**src/sv/assert_macros.svh**
```systemverilog
// assertion macros used by the core rtl file
// no dependencies; checks compile away when SYNTH is defined
`ifndef ASSERT_MACROS_SVH
`define ASSERT_MACROS_SVH
`ifndef SYNTH
// property that must hold at every clock edge out of reset
`define ASSERT_ALWAYS(lbl, clk, rst_n, prop) \
  lbl: assert property (@(posedge clk) disable iff (!rst_n) prop) \
    else $error("assertion failed");
// consequence that must hold in the cycle after the antecedent
`define ASSERT_NEXT(lbl, clk, rst_n, ante, cons) \
  lbl: assert property (@(posedge clk) disable iff (!rst_n) (ante) |=> (cons)) \
    else $error("assertion failed");
`else
`define ASSERT_ALWAYS(lbl, clk, rst_n, prop)
`define ASSERT_NEXT(lbl, clk, rst_n, ante, cons)
`endif
`endif

```
**src/sv/pfrs_div.sv**
```systemverilog
// iterative restoring divider, one quotient bit per cycle
// caller guarantees the quotient fits in 32 bits; no package use
`timescale 1ns / 1ps
module pfrs_div (
  input  logic        clk,
  input  logic        rst_n,
  input  logic        start,
  input  logic [63:0] dividend,
  input  logic [31:0] divisor,
  output logic        busy,
  output logic        done,
  output logic [31:0] quotient
);

  logic        busy_r, busy_nxt;
  logic        done_r, done_nxt;
  logic [4:0]  cnt_r, cnt_nxt;
  logic [31:0] rem_r, rem_nxt;
  logic [31:0] lo_r, lo_nxt;
  logic [31:0] dvs_r, dvs_nxt;
  logic [32:0] trial;
  logic [32:0] diff;

  // one shift-subtract step
  always_comb begin
    busy_nxt = busy_r;
    done_nxt = 1'b0;
    cnt_nxt  = cnt_r;
    rem_nxt  = rem_r;
    lo_nxt   = lo_r;
    dvs_nxt  = dvs_r;
    trial    = {rem_r, lo_r[31]};
    diff     = trial - {1'b0, dvs_r};
    if (start) begin
      busy_nxt = 1'b1;
      cnt_nxt  = 5'd31;
      rem_nxt  = dividend[63:32];
      lo_nxt   = dividend[31:0];
      dvs_nxt  = divisor;
    end else if (busy_r) begin
      if (!diff[32]) begin
        rem_nxt = diff[31:0];
        lo_nxt  = {lo_r[30:0], 1'b1};
      end else begin
        rem_nxt = trial[31:0];
        lo_nxt  = {lo_r[30:0], 1'b0};
      end
      cnt_nxt = cnt_r - 5'd1;
      if (cnt_r == 5'd0) begin
        busy_nxt = 1'b0;
        done_nxt = 1'b1;
      end
    end
  end

  // control registers
  always_ff @(posedge clk) begin
    if (!rst_n) begin
      busy_r <= 1'b0;
      done_r <= 1'b0;
    end else begin
      busy_r <= busy_nxt;
      done_r <= done_nxt;
    end
  end

  // datapath registers
  always_ff @(posedge clk) begin
    cnt_r <= cnt_nxt;
    rem_r <= rem_nxt;
    lo_r  <= lo_nxt;
    dvs_r <= dvs_nxt;
  end

  assign busy     = busy_r;
  assign done     = done_r;
  assign quotient = lo_r;

endmodule

```
**config.mk**
```make
export PLATFORM = sky130hd
export DESIGN_NAME = pfrs_div
export DESIGN_NICKNAME = d
export VERILOG_FILES = /design/src/sv/assert_macros.svh /design/src/sv/pfrs_div.sv
export SDC_FILE = /design/constraint.sdc
export NUM_CORES = 1
export LEC_CHECK = 0
export ABC_AREA = 1
export BUFFER_PORTS_ARGS = -buffer_cell sky130_fd_sc_hd__buf_2
export CORE_UTILIZATION = 47
export DETAILED_ROUTE_END_ITERATION = 8
export GPL_ROUTABILITY_DRIVEN = 0
export PLACE_DENSITY = 0.73
export SLEW_MARGIN = 5
export SYNTH_ARGS = -nofsm -noshare
export SYNTH_HDL_FRONTEND = slang
export SYNTH_SLANG_ARGS = --single-unit
```
**constraint.sdc**
```tcl
create_clock -name clk -period 3.5 [get_ports clk]
set_clock_uncertainty 0.2 [all_clocks]
set_input_delay 0.175 -clock clk [delete_from_list [all_inputs] [get_ports clk]]
set_output_delay 0.175 -clock clk [all_outputs]
set_load 0.05 [all_outputs]
```
# Yosys cells after proc, flatten, opt, wreduce, memory -nomap -nowiden

Cells that the tools add are included.
W data, S select, Z words.

Add/subtract/negate cells: 2
$mul: 0
Divide/modulo/power cells: 0
Order comparisons: 0
Eq/ne operators: 0
Shift-type cells: 0
Multiplexer cells: 10
Bitwise logic cells: 2
Reduce and logical (&&, ||, !) cells: 3

Operators with widths:

| cell                  | number |
|---|---|
| $mux W32              | 5 |
| $sub A33 B32 Y33      | 1 |
| $logic_not A5 Y1      | 1 |
| $mux W1               | 5 |
| $sub A5 B1 Y5 const B | 1 |
| $reduce_or A3 Y1      | 1 |
| $not A1 Y1            | 2 |
| $reduce_bool A2 Y1    | 1 |

Bits in registers: 103
Bits in latches: 0
Bits in writable memories: 0
ROM bits: 0
Input port bits: 99
Memories kept: 0

# Logic depth before layout (Yosys ltp)

Depth in word-level cells: 4
Mapped depth: 18

# Least setup slack after synthesis

Ideal clock, no wire load.

Path kind: register to register
Start: register lo_r[31] (netlist: quotient[31])
End: register rem_r[22], data pin
Arrival: 2.434 ns
Setup slack: 0.613 ns
Cell stages (with the launch flop): 17
Buffers on the path: 1
Path through: edfxtp_1 -> inv_1 -> ha_1 -> fa_1 -> inv_1 -> nand2_1 -> nand2_1 -> nand3_1 -> nand2_2 -> nand2_2 -> nand2_2 -> nand2_4 -> nand3_4 -> buf_2 -> nand3_1 -> nand3_1 -> nand2_1

Cells in the longest elaborated chain, start to end: 4

RTL lines:

| element                  | line           | text |
|---|---|---|
| start: declaration       | pfrs_div.sv:19 | `logic [31:0] lo_r, lo_nxt;` |
| start signal: assignment | pfrs_div.sv:71 | `lo_r <= lo_nxt;` |
| $sub A33 B32 Y33         | pfrs_div.sv:33 | `diff = trial - {1'b0, dvs_r};` |
| $mux W32                 | pfrs_div.sv:41 | `if (!diff[32]) begin` |
| $mux W32                 | pfrs_div.sv:40 | `end else if (busy_r) begin` |
| $mux W32                 | pfrs_div.sv:34 | `if (start) begin` |
| named net rem_nxt[22]    | pfrs_div.sv:18 | `logic [31:0] rem_r, rem_nxt;` |
| end signal: assignment   | pfrs_div.sv:70 | `rem_r <= rem_nxt;` |
| end: declaration         | pfrs_div.sv:18 |  |

The timed path passes the listed nets, and every way through them passes these cells. The select of a mux whose other input is x is not followed.
A chain may end at the register's enable or synchronous reset.

# Final worst setup path

Start: register lo_r[31] (netlist: quotient[31])
End: register rem_r[30], data pin

Same word-level chain as after synthesis.

==> impl_metrics.json <==
{
  "cts_setup_buffers": 0,
  "yosysSeqAreaShare": 0.417,
  "die_y_um": 126,
  "regArea_mm2": 0.00302,
  "syn_area_mm2": 0.00726,
  "cts_hold_buf": 97,
  "cts_buffers": 9,
  "nets": 1385,
  "drtIter0Drc": 438,
  "finalSetupViolCount": 0,
  "netlist_top_cells_count": "449 x nand2_1, 187 x inv_1, 96 x edfxtp_1",
  "multi_input_comb_area_mm2": 0.00342,
  "post-route-period-util": 0.816,
  "rsz0062_at_grt": "false",
  "worst-path-max-fanout": 20,
  "pwr-share-seq": 0.323,
  "drc": 0,
  "synthFlopType": "edfxtp_1",
  "status": "completed",
  "drtPass1Iterations": 6,
  "syn-num-nets": 1163,
  "critPathKind": "reg2reg",
  "synthToLayoutAreaGrowth_pct": 28.9,
  "hold_path_depth": 2,
  "min_to": "dvs_r[4]",
  "leakagePower_nw": 5.09,
  "min_path_type": "in2reg",
  "synth_edf_count": 96,
  "synth_top_area_frac": 0.397,
  "syn_avg_cell_area_um2": 7.05,
  "vias": 7026,
  "fill_cells": 1388,
  "worstPathRequired_ns": 3.43,
  "maxSlewHeadroom": 0.539,
  "cts_resized": 0,
  "hp-start": "start",
  "post_drt_wl_per_cell_um": 13.2,
  "cts_root_buf": "clkbuf_16",
  "cts_sinks": 103,
  "hold_viol_final": 0,
  "p_int_mw": 2.97,
  "startpoint_type": "flop",
  "power_frac_clock": 0.200,
  "cts_tree": "built",
  "synth.area.top_cells": "edfxtp_1 40%, nand2_1 23%, inv_1 9.7%",
  "ys_types": 33,
  "totalWireLength_um": 19000,
  "track_usage": 0.248,
  "numPortBuffers": 132,
  "critPathCaptureType": "flop",
  "fmax_mhz": 350,
  "clk_latency_ns": 0.37,
  "synth.largest_area_cell": "edfxtp_1",
  "placed_cell_area_mm2": 0.00809,
  "dieWidth_um": 126,
  "grt_pass1_vias": 6767,
  "rows": 45,
  "synth-seq-cells": 103,
  "worstMarginPinSlew_ns": 0.692,
  "h-tree-depth": 3,
  "reg2reg_from": "quotient[31]",
  "r2r-end": "rem_r[30]",
  "yosys_warnings": 0,
  "ff2ff_path_depth": 17,
  "drv_slew": 0,
  "ir_drop_mv": 0.354,
  "netSwitchingPower_mw": 2.25,
  "fin_setup_tns_ns": 0,
  "ant_nets": 0,
  "synth_cells": 1030,
  "die_area_mm2": 0.0159,
  "drive_gt1_frac": 0.138,
  "clock_path_buffers": 2,
  "final_cell_area_mm2": 0.00935,
  "dp_hpwl_um": 13500,
  "io_pins": 133,
  "grt_pass1_wl_um": 31300,
  "period_minus_slack_ns": 2.86,
  "reg2reg_slack_ns": 0.64,
  "synthArstFlopShare": 0,
  "avgViaCountPerCell": 4.86,
  "antenna_found_initial": 0,
  "core_mm2": 0.0151,
  "cp.arrival_ns": 2.78,
  "initial_core_util": 0.479,
  "cap_viol_max_count": 0,
  "p_sw_frac": 0.431,
  "grt_max_degree": 68,
  "synthMostInstantiatedCell": "nand2_1",
  "power.density_mw_per_mm2": 558,
  "gr-total-overflow": 0,
  "combPwrFrac": 0.478,
  "clk_pin_slew_ns": 0.08,
  "diodes": 0
}
## worst max-delay path, stage by stage, from the launching register on
cell	delay, ns
edfxtp_1	0.34
inv_1	0.05
ha_1	0.22
fa_1	0.41
inv_1	0.11
nand2_1	0.06
nand2_1	0.07
nand3_1	0.08
nand2_2	0.11
nand2_2	0.07
nand2_2	0.08
nand2_4	0.07
nand2_4	0.08
nand2_4	0.16
nand2_4	0.25
nand3_1	0.11
nand2_1	0.08
nand2_1	0.05
## per-layer routing
layer,global-route usage,wire [µm],up-vias
met4,0.0850,427,0
met2,0.434,9010,221
met5,0,0,-
met3,0.0565,1190,26
li1,-,-,3652
met1,0.301,8400,3127
## placed cells by master (no fill, tap or decap), types with 2 or more instances in the layout
cell type,count
a21oi_1,25
nand4_1,7
dlygate4sd3_1,97
and2_1,4
nand2_2,9
inv_2,2
nand2_4,5
clkbuf_16,9
buf_2,131
dfxtp_1,7
nor2_1,44
inv_1,186
nor3_1,6
nand3_1,92
inv_6,3
xor2_1,2
nor2_2,2
o21bai_1,5
inv_8,2
xnor2_1,7
nand2_1,448
o21ai_0,5
edfxtp_1,96
ha_1,33
nand3b_1,12
a21o_1,2
buf_4,4
o211ai_1,2
## power groups by stage
stage,registers [mW],clock network [mW],logic (mW)
6_report,1.68,1.04,2.49
5_1_grt,1.71,1.10,2.80
4_1_cts,1.68,1.06,2.47
3_5_place_dp,1.70,0,2.38
3_3_place_gp,1.70,0,2.34
2_1_floorplan,1.83,0,1.73
## metrics by stage
step,setup slack (ns),hold WS [ns],std cells,total power [mW],util
6_report,0.645,0.262,1445,5.22,0.617
3_5_place_dp,0.659,0.153,1332,4.08,0.534
5_1_grt,0.435,0.278,1445,5.61,0.617
4_1_cts,0.644,0.271,1445,5.22,0.617
3_3_place_gp,0.744,0.152,1332,4.04,0.534
2_1_floorplan,0.613,0.0739,1030,3.56,-
## cell type report
class | instances | area share
clock buffer | 10 | 0.0256
clock inverter | 6 | 0.00602
inverter | 188 | 0.0755
multi-input combinational | 717 | 0.365
sequential | 103 | 0.323
tap | 188 | 0.0252
timing repair buffer | 233 | 0.179
## state kept, by name (all words and copies together), names as in the netlist
signal,flops
busy,1
quotient,32
done,1
dvs_r,32
rem_r,32
cnt_r,5
## logic make-up (layout without fill, tap and decap cells)
family	Yosys count	after routing	synth area share
compound gates	42	42	0.0343
xor+xnor	9	9	0.0109
fa+ha+maj	34	34	0.0597
buf+inv	210	437	0.113
flops	103	103	0.417
simple gates	632	632	0.366
## worst max-delay path by stage
stage / start / to / slack (ns) / depth (start not counted)
2_1_floorplan: quotient[31] / rem_r[22] / 0.61 / 16
3_3_place_gp: quotient[31] / rem_r[31] / 0.74 / 17
3_5_place_dp: quotient[31] / rem_r[23] / 0.66 / 17
4_1_cts: quotient[31] / rem_r[23] / 0.64 / 17
5_1_grt: quotient[31] / rem_r[31] / 0.43 / 17
6_report: quotient[31] / rem_r[30] / 0.64 / 17
Power figures use the tool's default switching activity.
